<file path="src/rtl/avcc_to_annexb_converter_defines.svh">
// assertion macros shared by the converter rtl
// no dependencies; taken in by files that carry concurrent assertions
`ifndef AVCC_TO_ANNEXB_CONVERTER_DEFINES_SVH
`define AVCC_TO_ANNEXB_CONVERTER_DEFINES_SVH

// implication checked on every rising clock edge outside reset
`define A2AB_ASSERT_IMPLY(lbl, clk, rst_n, ante, cons) \
    lbl: assert property (@(posedge clk) disable iff (!rst_n) (ante) |-> (cons)) \
        else $error("a2ab check failed");

// next-cycle implication checked outside reset
`define A2AB_ASSERT_NEXT(lbl, clk, rst_n, ante, cons) \
    lbl: assert property (@(posedge clk) disable iff (!rst_n) (ante) |=> (cons)) \
        else $error("a2ab check failed");

`endif

</file>
<file path="src/rtl/a2ab_pkg.sv">
// shared types and constants for the avcc to annex b converter
// no dependencies
package a2ab_pkg;

    localparam int MAX_SAMPLE_BYTES_DEF = 4194304;

    localparam int NAL_TYPE_W = 5;
    localparam logic [NAL_TYPE_W-1:0] TYPE_SPS   = 5'h07;
    localparam logic [NAL_TYPE_W-1:0] TYPE_IDR   = 5'h05;
    localparam logic [NAL_TYPE_W-1:0] TYPE_SLICE = 5'h01;

    localparam logic [7:0] START_CODE_ZERO = 8'h00;
    localparam logic [7:0] START_CODE_ONE  = 8'h01;

    typedef struct packed {
        logic [7:0] in_byte;
        logic       sample_end;
    } t_in_item;

    // input register contents handed to the core
    typedef struct packed {
        logic     vld;
        t_in_item item;
    } t_in_stage;

endpackage

</file>
<file path="src/rtl/a2ab_if.sv">
// valid/ready channel interfaces for the converter input and output
// no dependencies
interface a2ab_in_if;
    logic       valid;
    logic       ready;
    logic [7:0] in_byte;
    logic       sample_end;

    modport source (output valid, output in_byte, output sample_end, input ready);
    modport sink (input valid, input in_byte, input sample_end, output ready);
endinterface

interface a2ab_out_if #(
    parameter int POS_W = 22
);
    logic             valid;
    logic             ready;
    logic [7:0]       out_byte;
    logic             out_last;
    logic             key_frame;
    logic [POS_W-1:0] frame_start;
    logic [POS_W:0]   frame_length;

    modport source (
        output valid, output out_byte, output out_last, output key_frame,
        output frame_start, output frame_length, input ready
    );
    modport sink (
        input valid, input out_byte, input out_last, input key_frame,
        input frame_start, input frame_length, output ready
    );
endinterface

</file>
<file path="src/rtl/a2ab_in_reg.sv">
// input register stage of the converter
// depends on a2ab_pkg and a2ab_in_if
module a2ab_in_reg (
    input  logic                i_clk,
    input  logic                i_rst_n,
    a2ab_in_if.sink             i_in,
    input  logic                i_adv,
    output a2ab_pkg::t_in_stage o_stage
);

    logic               r_vld;
    a2ab_pkg::t_in_item r_item;
    logic               w_take;

    // free slot, or the held byte leaves this cycle
    assign i_in.ready = !r_vld || i_adv;
    assign w_take     = i_in.valid && i_in.ready;

    always_ff @(posedge i_clk) begin
        if (!i_rst_n) begin
            r_vld <= 1'b0;
        end else if (w_take) begin
            r_vld <= 1'b1;
        end else if (i_adv) begin
            r_vld <= 1'b0;
        end
    end

    always_ff @(posedge i_clk) begin
        if (w_take) begin
            r_item.in_byte    <= i_in.in_byte;
            r_item.sample_end <= i_in.sample_end;
        end
    end

    assign o_stage.vld  = r_vld;
    assign o_stage.item = r_item;

endmodule

</file>
<file path="src/rtl/a2ab_core.sv">
// header parser, frame bookkeeping and result register
// depends on a2ab_pkg, a2ab_out_if and the assertion macro header
`include "avcc_to_annexb_converter_defines.svh"

module a2ab_core #(
    parameter int MAX_SAMPLE_BYTES = a2ab_pkg::MAX_SAMPLE_BYTES_DEF
) (
    input  logic                i_clk,
    input  logic                i_rst_n,
    input  a2ab_pkg::t_in_stage i_stage,
    output logic                o_adv,
    a2ab_out_if.source          o_out
);

    localparam int POS_W = $clog2(MAX_SAMPLE_BYTES);
    localparam logic [POS_W-1:0] POS_MAX = POS_W'(MAX_SAMPLE_BYTES - 1);
    localparam logic [POS_W-1:0] LEN_FIELD = POS_W'(4);

    typedef enum logic [2:0] {
        PH_LEN0, PH_LEN1, PH_LEN2, PH_LEN3, PH_HEADER, PH_PAYLOAD
    } t_phase;

    t_phase           r_phase, n_phase;
    logic [POS_W-1:0] r_pos, n_pos;
    logic [23:0]      r_gather, n_gather;
    logic [31:0]      r_left, n_left;
    logic             r_key, n_key;
    logic             r_slice, n_slice;
    logic [POS_W-1:0] r_chosen, n_chosen;

    logic             r_out_vld;
    logic [7:0]       r_out_byte, n_out_byte;
    logic             r_out_last;
    logic             r_out_key, n_out_key;
    logic [POS_W-1:0] r_out_start, n_out_start;
    logic [POS_W:0]   r_out_len, n_out_len;

    logic [7:0]                      w_b;
    logic [a2ab_pkg::NAL_TYPE_W-1:0] w_type;
    logic [POS_W-1:0]                w_start;
    logic [31:0]                     w_full_len;
    logic [POS_W:0]                  w_end;

    assign o_adv      = i_stage.vld && (!r_out_vld || o_out.ready);
    assign w_b        = i_stage.item.in_byte;
    assign w_type     = w_b[a2ab_pkg::NAL_TYPE_W-1:0];
    assign w_start    = (r_pos >= LEN_FIELD) ? (r_pos - LEN_FIELD) : '0;
    assign w_full_len = {r_gather, w_b};
    assign w_end      = {1'b0, r_pos} + (POS_W+1)'(1);

    always_comb begin
        n_phase     = r_phase;
        n_pos       = r_pos;
        n_gather    = r_gather;
        n_left      = r_left;
        n_key       = r_key;
        n_slice     = r_slice;
        n_chosen    = r_chosen;
        n_out_byte  = a2ab_pkg::START_CODE_ZERO;
        n_out_key   = 1'b0;
        n_out_start = '0;
        n_out_len   = '0;

        case (r_phase)
            PH_HEADER: begin
                n_out_byte = w_b;
                if ((w_type == a2ab_pkg::TYPE_SPS || w_type == a2ab_pkg::TYPE_IDR) && !r_key) begin
                    n_key    = 1'b1;
                    n_chosen = w_start;
                end
                if (w_type == a2ab_pkg::TYPE_SLICE && !r_slice) begin
                    n_slice  = 1'b1;
                    n_chosen = w_start;
                end
                n_left  = r_left - 32'd1;
                n_phase = (r_left == 32'd1) ? PH_LEN0 : PH_PAYLOAD;
            end
            PH_PAYLOAD: begin
                n_out_byte = w_b;
                n_left     = r_left - 32'd1;
                if (r_left == 32'd1) begin
                    n_phase = PH_LEN0;
                end
            end
            PH_LEN1: begin
                n_gather = {r_gather[15:0], w_b};
                n_phase  = PH_LEN2;
            end
            PH_LEN2: begin
                n_gather = {r_gather[15:0], w_b};
                n_phase  = PH_LEN3;
            end
            PH_LEN3: begin
                n_gather   = {r_gather[15:0], w_b};
                n_out_byte = a2ab_pkg::START_CODE_ONE;
                // zero-length nal carries no header byte
                if (w_full_len == 32'd0) begin
                    n_phase = PH_LEN0;
                end else begin
                    n_left  = w_full_len;
                    n_phase = PH_HEADER;
                end
            end
            default: begin
                n_gather = {16'd0, w_b};
                n_phase  = PH_LEN1;
            end
        endcase

        if (i_stage.item.sample_end) begin
            n_out_key   = n_key;
            n_out_start = n_chosen;
            n_out_len   = (w_end >= {1'b0, n_chosen}) ? (w_end - {1'b0, n_chosen}) : '0;
            // back to a clean start for the next sample
            n_phase  = PH_LEN0;
            n_pos    = '0;
            n_gather = '0;
            n_left   = '0;
            n_key    = 1'b0;
            n_slice  = 1'b0;
            n_chosen = '0;
        end else if (r_pos < POS_MAX) begin
            n_pos = r_pos + POS_W'(1);
        end
    end

    always_ff @(posedge i_clk) begin
        if (!i_rst_n) begin
            r_phase   <= PH_LEN0;
            r_pos     <= '0;
            r_gather  <= '0;
            r_left    <= '0;
            r_key     <= 1'b0;
            r_slice   <= 1'b0;
            r_chosen  <= '0;
            r_out_vld <= 1'b0;
        end else begin
            if (o_adv) begin
                r_phase  <= n_phase;
                r_pos    <= n_pos;
                r_gather <= n_gather;
                r_left   <= n_left;
                r_key    <= n_key;
                r_slice  <= n_slice;
                r_chosen <= n_chosen;
            end
            if (o_adv) begin
                r_out_vld <= 1'b1;
            end else if (o_out.ready) begin
                r_out_vld <= 1'b0;
            end
        end
    end

    always_ff @(posedge i_clk) begin
        if (o_adv) begin
            r_out_byte  <= n_out_byte;
            r_out_last  <= i_stage.item.sample_end;
            r_out_key   <= n_out_key;
            r_out_start <= n_out_start;
            r_out_len   <= n_out_len;
        end
    end

    assign o_out.valid        = r_out_vld;
    assign o_out.out_byte     = r_out_byte;
    assign o_out.out_last     = r_out_last;
    assign o_out.key_frame    = r_out_key;
    assign o_out.frame_start  = r_out_start;
    assign o_out.frame_length = r_out_len;

    `A2AB_ASSERT_IMPLY(a_frame_zero_mid, i_clk, i_rst_n, r_out_vld && !r_out_last, !r_out_key && r_out_start == '0 && r_out_len == '0)
    `A2AB_ASSERT_IMPLY(a_frame_len_nz, i_clk, i_rst_n, r_out_vld && r_out_last, r_out_len != '0)
    `A2AB_ASSERT_IMPLY(a_left_nz, i_clk, i_rst_n, r_phase == PH_HEADER || r_phase == PH_PAYLOAD, r_left != 32'd0)
    `A2AB_ASSERT_NEXT(a_clear_end, i_clk, i_rst_n, o_adv && i_stage.item.sample_end, r_pos == '0 && r_phase == PH_LEN0 && !r_key && !r_slice)

endmodule

</file>
<file path="src/rtl/avcc_to_annexb_converter.sv">
// top level of the avcc to annex b converter
// depends on a2ab_pkg, a2ab_if, a2ab_in_reg and a2ab_core
//
//  channel  | dir | transfer contents
//  ---------+-----+---------------------------------------------------------
//  i_in     | in  | in_byte, sample_end
//  o_out    | out | out_byte, out_last, key_frame, frame_start, frame_length
//
// bytes pass the input register, then the result register; one byte per cycle while
// o_out is ready; the parse state is updated as a byte leaves the input register
// synchronous active-low reset clears both valid flags and all parse state
// o_out stalls hold the result register; the input register still takes a byte
// until it too is full, so i_in.ready follows o_out.ready only when both are full
module avcc_to_annexb_converter #(
    parameter int MAX_SAMPLE_BYTES = a2ab_pkg::MAX_SAMPLE_BYTES_DEF
) (
    input  logic       i_clk,
    input  logic       i_rst_n,
    a2ab_in_if.sink    i_in,
    a2ab_out_if.source o_out
);

    // input register contents and the advance strobe between the stages
    a2ab_pkg::t_in_stage w_stage;
    logic                w_adv;

    // input register: byte and end flag wait here for the parser
    a2ab_in_reg u_in_reg (
        .i_clk   (i_clk),
        .i_rst_n (i_rst_n),
        .i_in    (i_in),
        .i_adv   (w_adv),
        .o_stage (w_stage)
    );

    // parser: length to start code rewrite, key and offset tracking, result register
    a2ab_core #(
        .MAX_SAMPLE_BYTES (MAX_SAMPLE_BYTES)
    ) u_core (
        .i_clk   (i_clk),
        .i_rst_n (i_rst_n),
        .i_stage (w_stage),
        .o_adv   (w_adv),
        .o_out   (o_out)
    );

endmodule

</file>
<file path="src/flat_wrapper.sv">
// flat-port wrapper written by rule: the top's interface ports become plain ports
module avcc_to_annexb_converter_flat 
#(
    parameter int MAX_SAMPLE_BYTES = a2ab_pkg::MAX_SAMPLE_BYTES_DEF
)
  (i_clk, i_rst_n, i_in_valid, i_in_in_byte, i_in_sample_end, i_in_ready, o_out_valid, o_out_out_byte, o_out_out_last, o_out_key_frame, o_out_frame_start, o_out_frame_length, o_out_ready);
  a2ab_in_if i_in_i ();
  a2ab_out_if o_out_i ();
  input  logic i_clk;
  input  logic i_rst_n;
  input wire logic [$bits(i_in_i.valid)-1:0] i_in_valid;
  input wire logic [$bits(i_in_i.in_byte)-1:0] i_in_in_byte;
  input wire logic [$bits(i_in_i.sample_end)-1:0] i_in_sample_end;
  output wire logic [$bits(i_in_i.ready)-1:0] i_in_ready;
  output wire logic [$bits(o_out_i.valid)-1:0] o_out_valid;
  output wire logic [$bits(o_out_i.out_byte)-1:0] o_out_out_byte;
  output wire logic [$bits(o_out_i.out_last)-1:0] o_out_out_last;
  output wire logic [$bits(o_out_i.key_frame)-1:0] o_out_key_frame;
  output wire logic [$bits(o_out_i.frame_start)-1:0] o_out_frame_start;
  output wire logic [$bits(o_out_i.frame_length)-1:0] o_out_frame_length;
  input wire logic [$bits(o_out_i.ready)-1:0] o_out_ready;
  assign i_in_i.valid = i_in_valid;
  assign i_in_i.in_byte = i_in_in_byte;
  assign i_in_i.sample_end = i_in_sample_end;
  assign i_in_ready = i_in_i.ready;
  assign o_out_valid = o_out_i.valid;
  assign o_out_out_byte = o_out_i.out_byte;
  assign o_out_out_last = o_out_i.out_last;
  assign o_out_key_frame = o_out_i.key_frame;
  assign o_out_frame_start = o_out_i.frame_start;
  assign o_out_frame_length = o_out_i.frame_length;
  assign o_out_i.ready = o_out_ready;
  avcc_to_annexb_converter #(.MAX_SAMPLE_BYTES(MAX_SAMPLE_BYTES)) u_core (.i_clk(i_clk), .i_rst_n(i_rst_n), .i_in(i_in_i), .o_out(o_out_i));
endmodule
</file>
<file path="config.mk">
export PLATFORM = sky130hd
export DESIGN_NAME = avcc_to_annexb_converter_flat
export DESIGN_NICKNAME = d
export VERILOG_FILES = /design/src/rtl/a2ab_pkg.sv /design/src/rtl/a2ab_if.sv /design/src/rtl/a2ab_in_reg.sv /design/src/rtl/a2ab_core.sv /design/src/rtl/avcc_to_annexb_converter.sv /design/src/flat_wrapper.sv
export VERILOG_INCLUDE_DIRS = /design/src /design/src/rtl
export SDC_FILE = /design/constraint.sdc
export NUM_CORES = 1
export LEC_CHECK = 0
export ABC_CLOCK_PERIOD_IN_PS = 5400
export BUFFER_PORTS_ARGS = -buffer_cell sky130_fd_sc_hd__buf_2
export CAP_MARGIN = 25
export CELL_PAD_IN_SITES_DETAIL_PLACEMENT = 1
export CELL_PAD_IN_SITES_GLOBAL_PLACEMENT = 1
export CORE_ASPECT_RATIO = 1.4
export CORE_UTILIZATION = 47
export CTS_CLUSTER_SIZE = 16
export DETAILED_ROUTE_END_ITERATION = 12
export GPL_ROUTABILITY_DRIVEN = 0
export GPL_TIMING_DRIVEN = 0
export PLACE_DENSITY = 0.8
export SLEW_MARGIN = 40
export SYNTH_ARGS = -nofsm -noshare
export SYNTH_HDL_FRONTEND = slang
export SYNTH_SLANG_ARGS = --single-unit
export TNS_END_PERCENT = 10
</file>
<file path="constraint.sdc">
create_clock -name i_clk -period 5.4 [get_ports i_clk]
set_clock_uncertainty 0.15 [all_clocks]
set_input_delay 0.81 -clock i_clk [delete_from_list [all_inputs] [get_ports i_clk]]
set_output_delay 0.81 -clock i_clk [all_outputs]
set_load 0.05 [all_outputs]
</file>
==> results of run 1 <==
## through the flow
stage                      util  total power (uW)  hold slack, ns  instance area [um^2]
after global placement    0.518              1740           0.305                 10100
final                     0.556              2970           0.334                 10800
after detailed placement  0.520              1750           0.310                 10100
after global routing      0.556              3060           0.353                 10800
after floorplan               -              1650           0.274                  9430
after CTS                 0.552              2980           0.335                 10700
## final cells by class
class | count | share of cell area
Multi-Input combinational cell | 822 | 0.475
Inverter | 14 | 0.00486
Sequential cell | 171 | 0.376
Tap cell | 248 | 0.0287
Clock buffer | 17 | 0.0394
Buffer | 71 | 0.0265
Clock inverter | 15 | 0.0160
Timing Repair Buffer | 69 | 0.0333
## cell usage after synthesis (3+ instances only)
library cell	number
and2_1	38
a211oi_1	6
clkbuf_1	66
nand2_1	70
mux2i_1	5
o31a_1	5
nor2_1	102
o21ai_1	3
a21o_1	9
a2111oi_0	7
or4_1	5
ha_1	29
a21oi_1	64
inv_1	14
nor4b_1	3
nand2b_1	9
a22oi_1	45
nor3_1	50
a32o_1	3
o211ai_1	4
a311oi_1	4
nand3b_1	5
xor2_1	24
o21ai_0	83
nand4_1	9
nand3_1	22
or3_1	7
a31oi_1	5
o31ai_1	7
or2_2	6
o21a_1	12
dfxtp_1	107
xnor2_1	33
buf_1	3
edfxtp_1	64
nor4_1	20
and3_1	8
nor3b_1	4
a21boi_0	9
nor2b_1	83
o21bai_1	4
## state kept, by name, summed over array words and instances, names as in the netlist, 8 cells and up
register / cells
u_core.u_core.r_left: 32
u_core.u_core.r_gather: 24
u_core.u_core.o_out.frame_length: 23
u_core.u_core.o_out.frame_start: 22
u_core.u_core.r_chosen: 22
u_core.u_core.r_pos: 22
u_core.u_in_reg.o_stage: 9
u_core.u_core.o_out.out_byte: 8
## final timing paths
kind / end / slack, ns / depth (start not counted)
worst max register to register: u_core.u_core.o_out.frame_length[20]$_SDFFCE_PN0P_ / 0.22 / 18
worst min register to register: u_core.u_core.r_chosen[18]$_SDFFE_PN0P_ / 0.33 / 2
worst min-delay path: u_core.u_core.r_chosen[18]$_SDFFE_PN0P_ / 0.33 / 2
worst max-delay path: u_core.u_core.o_out.frame_length[20]$_SDFFCE_PN0P_ / 0.22 / 18
## worst max-delay path, cell delays in order, from the launching register on
cell      delay [ns]
dfxtp_1         0.30
clkbuf_1        0.21
or4_1           0.65
nor4_2          0.21
nand2b_1        0.18
nor3_2          0.22
and2_1          0.19
clkbuf_4        0.24
nor3_1          0.07
a21oi_1         0.24
ha_1            0.36
a211oi_1        0.27
nor2_1          0.12
o21ai_1         0.45
a21bo_2         0.26
o21ai_0         0.13
o41ai_1         0.41
xor2_1          0.20
nor2_1          0.06
## cell families after synthesis
family,count (synthesis),share of synthesized area
mux,5,0.00531
xor+xnor,57,0.0530
simple gates,447,0.246
compound gates,283,0.189
buf+inv,85,0.0341
flops,171,0.431
fa+ha+maj,30,0.0406
## power breakdown
part           internal (uW)  total, uW  switching [uW]  leakage [uW]
Clock                    624       1240             618      0.000293
Sequential              1360       1390            21.6       0.00148
Combinational            102        339             237       0.00229
Total                   2090       2970             877       0.00406
## routing by layer
| metal | vias to the layer above | share of wire |
|---|---|---|
| li1 | 4058 | - |
| met4 | 0 | 0.069 |
| met2 | 282 | 0.53 |
| met3 | 137 | 0.041 |
| met5 | - | 0 |
| met1 | 4302 | 0.36 |
==> results.md, run 1 <==
- Status: finished, final reports clean
- Final WS setup: roughly 0.22 ns
- Max-cap viol count: 0
- Critical Path Start: u_core.u_core.r_pos[8]$_SDFFE_PN0P_
- Die width: 122 um
- Overflow after GRT: 0
- CP Launch Type: register
- Most frequent cells in the layout: dfxtp_1, nor2_1, nor2b_1
- Height of the die: ~170 um
- Ys Warns: 0
- Starting Density: 0.485
- Number of enable flip-flop cells after synthesis: 64
- Clk buf depth: 2
- Total routed wirelength: roughly 32000 um
- IO Pins: 70
- DPL Wire Length: 23200 um
- Leakage Power: approximately 0.0041 uW
- Via count: approximately 8800
- Hold Startpoint: u_core.u_core.r_chosen[18]$_SDFFE_PN0P_
- Share of cells above drive strength 1: 0.119
- Num CTS Buffers: 17
- DR vias/cell: ~6.2
- Initial DRC Count: 509
- Place WS: -0.824 ns
- #FFs+latches synth: approximately 170
- Pwr per Cell Area: between 200 and 300 nW/um^2
- PortBufs: about 70
- Antenna Cells: 0
- Crit Path Class: reg2reg
- Post-DRT Antenna Nets: 0
- Fmax achieved: approximately 190 MHz
- Routed wire per std cell: about 22 um
- CTS tree: yes
- Register area: ~4000 um^2
- Yosys cell types: 58
- Placed instance count: between 1000 and 1500
- Synth top area share: 0.227
- Crit. End Element: register
- Hold-fix buffers, CTS: 0
- CP Max Fanout: 10
- Fraction of registers with async set/reset: 0
- Drc violations: 0
- Crit Reg-Reg Startpoint: u_core.u_core.r_pos[8]$_SDFFE_PN0P_
- Slew @ Worst Pin: ~0.87 ns
- Largest net degree at the start of global routing: 34
- Die area: approximately 21000 um^2
- CTS HTree Levels: 4
- CTS Sinks: 171
- # fillers: 2350
- Footprint of the multi-input gates: around 5100 um^2
- GR peak layer: met2
- Synth area leaders: dfxtp_1, edfxtp_1, nor2b_1
- CTS root buf: clkbuf_16
- Min Tclk post-route: slightly above 5 ns
- Syn_area_per_cell: between 8 and 9 um^2
- Post-synthesis sequential area ratio: 0.431
- Met3 usage: 0.0457
- Leading area contributor after synthesis: dfxtp_1
- Slew HR: 0.417
- Post-route setup TNS: 0 ns
- First-pass DRT Iterations: 5
- Finished Layout Cells: around 1400
- Post-Synthesis Cells: ~1100
- Reg clk slew, reported paths: about 0.07 ns
- Aggregate global-route resource usage: 0.321
- Nets@finish: around 1200
- Max-slew violations: 0
- Final Hold Fails: 0
- Critical path required time: between 5 and 6 ns
- First-pass GRT wire length: ~50000 um
- Dominant synthesized flop cell: dfxtp_1
- Initial antenna violation count: 0
- CTS resizes: 12
- Area grow syn2layout: 14.7%
- WP data arrival: 5.22 ns
- Period utilization: 0.959
- Grt met2 use: 0.591
- Core ar.: approximately 20000 um^2
- Clock latency on the worst-skew pair: ~0.45 ns
- Vias in the first global route: between 9000 and 10000
- Met1 Resource Use GR: 0.323
- Syn_nets: approximately 1100
- Peak supply drop: 196 uV
- Cell Rows: 60
- Synthesized area: roughly 9400 um^2
- # setup viols final: 0
- Most common cell after layout, fill and taps aside: dfxtp_1
- HP Class: reg2reg
- Post-CTS Setup Repair Bufs: 0
Note: power is estimated with default switching activity, not from simulation.
==> run 2, diff against run 1 <==
--- a/config.mk
+++ b/config.mk
@@ -6,7 +6,7 @@
 export SDC_FILE = /design/constraint.sdc
 export NUM_CORES = 1
 export LEC_CHECK = 0
-export ABC_CLOCK_PERIOD_IN_PS = 5400
+export ABC_CLOCK_PERIOD_IN_PS = 5000
 export BUFFER_PORTS_ARGS = -buffer_cell sky130_fd_sc_hd__buf_2
 export CAP_MARGIN = 25
 export CELL_PAD_IN_SITES_DETAIL_PLACEMENT = 1
==> constraint.sdc (replaced) <==
create_clock -name i_clk -period 5 [get_ports i_clk]
set_clock_uncertainty 0.15 [all_clocks]
set_input_delay 0.75 -clock i_clk [delete_from_list [all_inputs] [get_ports i_clk]]
set_output_delay 0.75 -clock i_clk [all_outputs]
set_load 0.05 [all_outputs]
==> run 2 against run 1 <==
Compared with the run above: global-route usage rose by 0.19 points; cell area rose by 1.2%; worst hold slack got worse by 0.020 ns; flip-flop and latch count did not move; combinational power rose by 8.6%; sequential share of layout area fell by 0.44 points; wire length rose by 1.5%; setup slack got worse by 0.041 ns; clock power rose by 9%; critical endpoint is now u_core.u_core.o_out.frame_length[16]$_SDFFCE_PN0P_; maximum frequency rose by 7.4%; register-to-register slack got worse by 0.04 ns; non-clock buffer count rose by 4.
==> results.md, run 2 (synthesis gave the netlist of run 1 again) <==
- First-pass DRT Iterations: 5 (unchanged)
- Pwr per Cell Area: 294 nW/um^2 (was 274 nW/um^2)
- CTS root buf: clkbuf_16 (unchanged)
- Combinational share of power: 0.115 (was 0.114)
- CTS tree: yes (unchanged)
- Max-slew violations: 0 (unchanged)
- Reg clk slew, reported paths: 0.08 ns (was 0.07 ns)
- Total routed wirelength: 32400 um (was 31900 um)
- Peak supply drop: 212 uV (was 196 uV)
- Leakage Power: 0.00414 uW (was 0.00406 uW)
- Period utilization: 0.964 (was 0.959)
- Sw frac: 0.297 (was 0.296)
- Via count: 8885 (was 8779)
- Clock power frac: 0.419 (about the same)
- Vias in the first global route: 9292 (was 9214)
- CP Max Fanout: 10 (unchanged)
- Hold-fix buffers, CTS: 0 (unchanged)
- Most frequent cells in the layout: dfxtp_1, nor2_1, nor2b_1 (unchanged)
- CTS Sinks: 171 (unchanged)
- Placed instance count: 1395 (unchanged)
- Most flops, register: u_core.u_core.r_left (unchanged)
- Seq pwr share: 0.466 (was 0.467)
- Post-DP Area: 10100 um^2 (unchanged)
- Aggregate global-route resource usage: 0.323 (was 0.321)
- CP Launch Type: register (unchanged)
- Post-DRT Antenna Nets: 0 (unchanged)
- Core ar.: 19400 um^2 (unchanged)
- Height of the die: 170 um (unchanged)
- PortBufs: 68 (unchanged)
- Starting Density: 0.485 (unchanged)
- Final Hold Fails: 0 (unchanged)
- Max FFs per register: 32 (unchanged)
- Crit. End Element: register (unchanged)
- Internal power: 2260 uW (was 2090 uW)
- Critical path required time: 5.04 ns (was 5.45 ns)
- Overflow after GRT: 0 (unchanged)
- Most common cell after layout, fill and taps aside: dfxtp_1 (unchanged)
- Antenna Cells: 0 (unchanged)
- Nets@finish: 1213 (was 1209)
- Worst hold slack: 0.315 ns (was 0.334 ns)
- Post-route setup TNS: 0 ns (unchanged)
- Crit Path Class: reg2reg (unchanged)
- Largest net degree at the start of global routing: 34 (unchanged)
- Cell Rows: 60 (unchanged)
- DR vias/cell: 6.21 (was 6.15)
- Max-cap viol count: 0 (unchanged)
- DPL Wire Length: 23200 um (unchanged)
- CTS HTree Levels: 4 (unchanged)
- Finished Layout Cells: 1431 (was 1427)
- Net Switching: 953 uW (was 877 uW)
- Post-Layout Inst Area: 10900 um^2 (was 10800 um^2)
- Num CTS Buffers: 17 (unchanged)
- Status: finished, final reports clean (unchanged)
- Min Tclk post-route: 4.82 ns (was 5.18 ns)
- HP Class: in2reg (was reg2reg)
- Drc violations: 0 (unchanged)
- Die area: 20600 um^2 (unchanged)
- Slew @ Worst Pin: 0.853 ns (was 0.866 ns)
- # setup viols final: 0 (unchanged)
- Die width: 122 um (unchanged)
- WP data arrival: 4.86 ns (was 5.22 ns)
- Area grow syn2layout: 16.0% (was 14.7%)
- Initial antenna violation count: 0 (unchanged)
- Clock latency on the worst-skew pair: 0.45 ns (about the same)
- Initial DRC Count: 541 (was 509)
- Share of cells above drive strength 1: 0.135 (was 0.119)
- First-pass GRT wire length: 50200 um (was 49900 um)
- Fmax achieved: 208 MHz (was 193 MHz)
- IO Pins: 70 (unchanged)
- Slew HR: 0.426 (was 0.417)
- Routed wire per std cell: 22.6 um (was 22.3 um)
- Clk buf depth: 2 (unchanged)
## run 2: cell count changes in the layout (fill, tap and decap cells not counted), moves of 2 or more
cell | before | now
o21ai_2 | 1 | 3
buf_4 | 0 | 8
a21oi_1 | 60 | 58
clkbuf_1 | 60 | 55
ha_1 | 29 | 27
## run 2: layout make-up
cell class                      instances  area (um^2)
Timing Repair Buffer                   76          413
Inverter                               14         52.6
Fill cell                            2333         8510
Sequential cell                       171         4060
Multi-Input combinational cell        822         5220
Clock inverter                         15          173
Tap cell                              248          310
Clock buffer                           17          425
Buffer                                 68          280
## run 2: final timing paths
| check | from | slack [ns] | endpoint | depth (start not counted) |
|---|---|---|---|---|
| max | u_core.u_core.r_pos[10]$_SDFFE_PN0P_ | 0.18 | u_core.u_core.o_out.frame_length[16]$_SDFFCE_PN0P_ | 19 |
| min | i_in_sample_end | 0.31 | u_core.u_in_reg.o_stage[0]$_DFFE_PP_ | 1 |
| max reg2reg | u_core.u_core.r_pos[10]$_SDFFE_PN0P_ | 0.18 | u_core.u_core.o_out.frame_length[16]$_SDFFCE_PN0P_ | 19 |
| min reg2reg | u_core.u_core.r_chosen[18]$_SDFFE_PN0P_ | 0.34 | u_core.u_core.r_chosen[18]$_SDFFE_PN0P_ | 2 |
## run 2: worst max-delay path, stage by stage (launching register included)
cell      delay, ns
dfxtp_1        0.30
clkbuf_1       0.21
or4_4          0.56
nor4_2         0.21
nand2b_1       0.19
nor3_2         0.19
and2_1         0.20
buf_4          0.21
nor3_1         0.07
a21oi_1        0.27
ha_2           0.38
a21oi_1        0.17
o21ai_1        0.15
nor3_2         0.32
a21oi_4        0.13
a21o_1         0.20
a21oi_2        0.17
o21a_2         0.16
clkbuf_4       0.22
nor3_1         0.08
## run 2: power by group through the flow
stage / Combinational, uW / Sequential (uW) / Clock [uW]
6_report: 368 / 1500 / 1350
5_1_grt: 397 / 1500 / 1410
4_1_cts: 366 / 1500 / 1360
3_5_place_dp: 360 / 1530 / 0
3_3_place_gp: 348 / 1530 / 0
2_1_floorplan: 192 / 1580 / 0
## run 2: routing by layer
| layer | GRT usage | vias to the layer above | wire, um |
|---|---|---|---|
| met2 | 0.596 | 277 | 17100 |
| met1 | 0.326 | 4396 | 11800 |
| met3 | 0.0450 | 152 | 1130 |
| li1 | - | 4060 | - |
| met4 | 0.237 | 0 | 2360 |
| met5 | 0 | - | 0 |
## run 2: metrics by stage
stage                     total power, uW   util  setup slack, ns
after floorplan                      1780      -            0.263
after global placement               1880  0.518            -1.12
after detailed placement             1890  0.520            -1.22
after CTS                            3220  0.555           0.0210
after global routing                 3310  0.562           -0.133
final                                3210  0.562            0.182
## run 2: repair_timing
item,CTS,global route
buffers inserted,1,6
resized for setup,27,24
pin swaps,0,3
endpoints found under the setup margin,23,23
==> run 3, diff against run 2 <==
--- a/config.mk
+++ b/config.mk
@@ -16,7 +16,6 @@
 export CTS_CLUSTER_SIZE = 16
 export DETAILED_ROUTE_END_ITERATION = 12
 export GPL_ROUTABILITY_DRIVEN = 0
-export GPL_TIMING_DRIVEN = 0
 export PLACE_DENSITY = 0.8
 export SLEW_MARGIN = 40
 export SYNTH_ARGS = -nofsm -noshare
==> run 3 against run 2 <==
Compared with the run above: clock-buffer cell count up 5; die area is the same; final cell count is 2.3% lower.
==> results.md, run 3 (synthesis gave the netlist of run 1 again) <==
- Reg-to-reg endpoint: u_core.u_core.o_out.frame_length[16]$_SDFFCE_PN0P_ (unchanged)
- Total routed wirelength: 28000 um (was 32400 um)
- CTS resizes: 1 (was 27)
- Hold path endpoint: u_core.u_in_reg.o_stage[7]$_DFFE_PP_ (was u_core.u_in_reg.o_stage[0]$_DFFE_PP_)
- Post-DRT Antenna Nets: 0 (unchanged)
- R2R depth: 17 (was 19)
- # fillers: 2339 (was 2333)
- Crit. End Element: register (unchanged)
- Internal power: 2280 uW (was 2260 uW)
- Slew HR: 0.448 (was 0.426)
- Crit Reg-Reg Startpoint: u_core.u_core.r_pos[8]$_SDFFE_PN0P_ (was u_core.u_core.r_pos[10]$_SDFFE_PN0P_)
- Final WS setup: 0.206 ns (was 0.182 ns)
- Status: finished, final reports clean (unchanged)
- Post-route setup TNS: 0 ns (unchanged)
- Initial antenna violation count: 0 (unchanged)
- Sw frac: 0.273 (was 0.297)
- Peak supply drop: 216 uV (was 212 uV)
- Finished Layout Cells: 1398 (was 1431)
- Area grow syn2layout: 13.9% (was 16.0%)
- Most frequent cells in the layout: dfxtp_1, nor2_1, nor2b_1 (unchanged)
- Most flops, register: u_core.u_core.r_left (unchanged)
- Hold-fix buffers, CTS: 0 (unchanged)
- Height of the die: 170 um (unchanged)
- Combinational share of power: 0.112 (was 0.115)
- Nets@finish: 1180 (was 1213)
- DR vias/cell: 6.07 (was 6.21)
- Clk buf depth: 2 (unchanged)
- Antenna Cells: 0 (unchanged)
- Buffer and inverter count on the worst path: 1 (was 3)
- Most used cell, CP: o21a_1
- CTS tree: yes (unchanged)
- Crit Path Class: reg2reg (unchanged)
- Slowest stage delay, CP: 0.60 ns (was 0.56 ns)
- # setup viols final: 0 (unchanged)
- Place WS: -0.0532 ns (was -1.22 ns)
- Net Switching: 855 uW (was 953 uW)
- DPL Wire Length: 19900 um (was 23200 um)
- Overflow after GRT: 0 (unchanged)
- Leakage Power: 0.00412 uW (was 0.00414 uW)
- Most common cell after layout, fill and taps aside: dfxtp_1 (unchanged)
- Via count: 8488 (was 8885)
- CTS root buf: clkbuf_16 (unchanged)
- CTS HTree Levels: 4 (unchanged)
- Clock power frac: 0.410 (was 0.419)
- Placed instance count: 1366 (was 1395)
- Final Hold Fails: 0 (unchanged)
- Core ar.: 19400 um^2 (unchanged)
- Crit-path slowest cell: or4_1 (was or4_4)
- Reg clk slew, reported paths: 0.08 ns (about the same)
- Hold Startpoint: i_in_in_byte[6] (was i_in_sample_end)
- CP top delay family: simple AND/OR/NAND/NOR gates (unchanged)
- Starting Density: 0.485 (unchanged)
- HP Class: in2reg (unchanged)
- Critical path required time: 5.04 ns (about the same)
- WP data arrival: 4.84 ns (was 4.86 ns)
- Routed wire per std cell: 20.0 um (was 22.6 um)
- Min Tclk post-route: 4.79 ns (was 4.82 ns)
- Die area: 20600 um^2 (unchanged)
- Crit-path cells: or4_1 > nor4_1 > nand2b_1 > nor3_2 > nor4b_1 > a211oi_1 > or2_2 > ha_1 > nand2_1 > nor2_1 > a2111oi_0 > a21oi_1 > o21a_1 > o21ai_1 > o21a_1 > buf_12 > nor3_1 (was clkbuf_1 > or4_4 > nor4_2 > nand2b_1 > nor3_2 > and2_1 > buf_4 > nor3_1 > a21oi_1 > ha_2 > a21oi_1 > o21ai_1 > nor3_2 > a21oi_4 > a21o_1 > a21oi_2 > o21a_2 > clkbuf_4 > nor3_1)
- CTS Sinks: 171 (unchanged)
- Aggregate global-route resource usage: 0.282 (was 0.323)
- IO Pins: 70 (unchanged)
- Fmax achieved: 209 MHz (was 208 MHz)
- CP Launch Type: register (unchanged)
- Period utilization: 0.959 (was 0.964)
- First-pass DRT Iterations: 6 (was 5)
- Drc violations: 0 (unchanged)
- First-pass GRT wire length: 45000 um (was 50200 um)
- Max-cap viol count: 0 (unchanged)
- Max-slew violations: 0 (unchanged)
- Slew @ Worst Pin: 0.825 ns (was 0.853 ns)
- Clock latency on the worst-skew pair: 0.45 ns (about the same)
- Reg2Reg Setup Slack: 0.21 ns (was 0.18 ns)
- Share of cells above drive strength 1: 0.141 (was 0.135)
- Hold Crit Depth: 1 (unchanged)
- Cell Rows: 60 (unchanged)
- Largest net degree at the start of global routing: 61 (was 34)
- Seq pwr share: 0.478 (was 0.466)
- CP Max Fanout: 22 (was 10)
- Num CTS Buffers: 17 (unchanged)
- RSZ-0062 raised after global routing: no
- Die width: 122 um (unchanged)
- Post-CTS Setup Repair Bufs: 0 (was 1)
- Max FFs per register: 32 (unchanged)
- PortBufs: 69 (was 68)
- Vias in the first global route: 8693 (was 9292)
- Initial DRC Count: 472 (was 541)
- Pwr per Cell Area: 292 nW/um^2 (was 294 nW/um^2)
-- run 3: cell count changes in the layout (fill, tap and decap cells not counted), sizes merged --
cell,delta
inv,-2
clkinvlp,+2
buf,+30
clkbuf,-58
clkinv,-5
-- run 3: worst max path at each step --
stage,start,to,depth (start not counted)
5_1_grt,u_core.u_core.r_pos[8]$_SDFFE_PN0P_,u_core.u_core.o_out.frame_length[16]$_SDFFCE_PN0P_,17
2_1_floorplan,u_core.u_core.r_pos[8]$_SDFFE_PN0P_,u_core.u_core.o_out.frame_length[16]$_SDFFCE_PN0P_,19
3_3_place_gp,u_core.u_core.r_pos[8]$_SDFFE_PN0P_,u_core.u_core.o_out.frame_length[4]$_SDFFCE_PN0P_,18
6_report,u_core.u_core.r_pos[8]$_SDFFE_PN0P_,u_core.u_core.o_out.frame_length[16]$_SDFFCE_PN0P_,17
3_5_place_dp,u_core.u_core.r_pos[8]$_SDFFE_PN0P_,u_core.u_core.o_out.frame_length[3]$_SDFFCE_PN0P_,18
4_1_cts,u_core.u_core.r_pos[8]$_SDFFE_PN0P_,u_core.u_core.o_out.frame_length[16]$_SDFFCE_PN0P_,18
-- run 3: area by class of cell --
type | count | area (um^2) | area share
multi-input cells | 822 | 5080 | 0.473
flip-flops and latches | 171 | 4060 | 0.379
repair buffers | 111 | 673 | 0.0627
clock buffers | 22 | 477 | 0.0444
well taps | 248 | 310 | 0.0289
clock inverters | 10 | 80.1 | 0.00746
inverters | 14 | 52.6 | 0.00489
-- run 3: layer usage --
layer,part of all wire,wire length [um],GRT usage
met1,0.38,10700,0.299
met2,0.54,15100,0.526
met3,0.035,969,0.0447
met4,0.046,1300,0.151
met5,0,0,0
-- run 3: power by group through the flow --
stage	Clock [uW]	Sequential, uW	Combinational [uW]
final	1280	1500	352
after global routing	1350	1500	383
after CTS	1300	1500	353
after detailed placement	0	1530	350
after global placement	0	1530	343
after floorplan	0	1580	192
-- run 3: per-stage QoR --
stage	power, uW	hold WS (ns)	utilization	instance area (um^2)
after CTS	3150	0.319	0.551	10700
final	3130	0.318	0.552	10700
after floorplan	1780	0.274	-	9430
after global placement	1870	0.302	0.522	10200
after detailed placement	1880	0.318	0.523	10200
after global routing	3230	0.309	0.552	10700
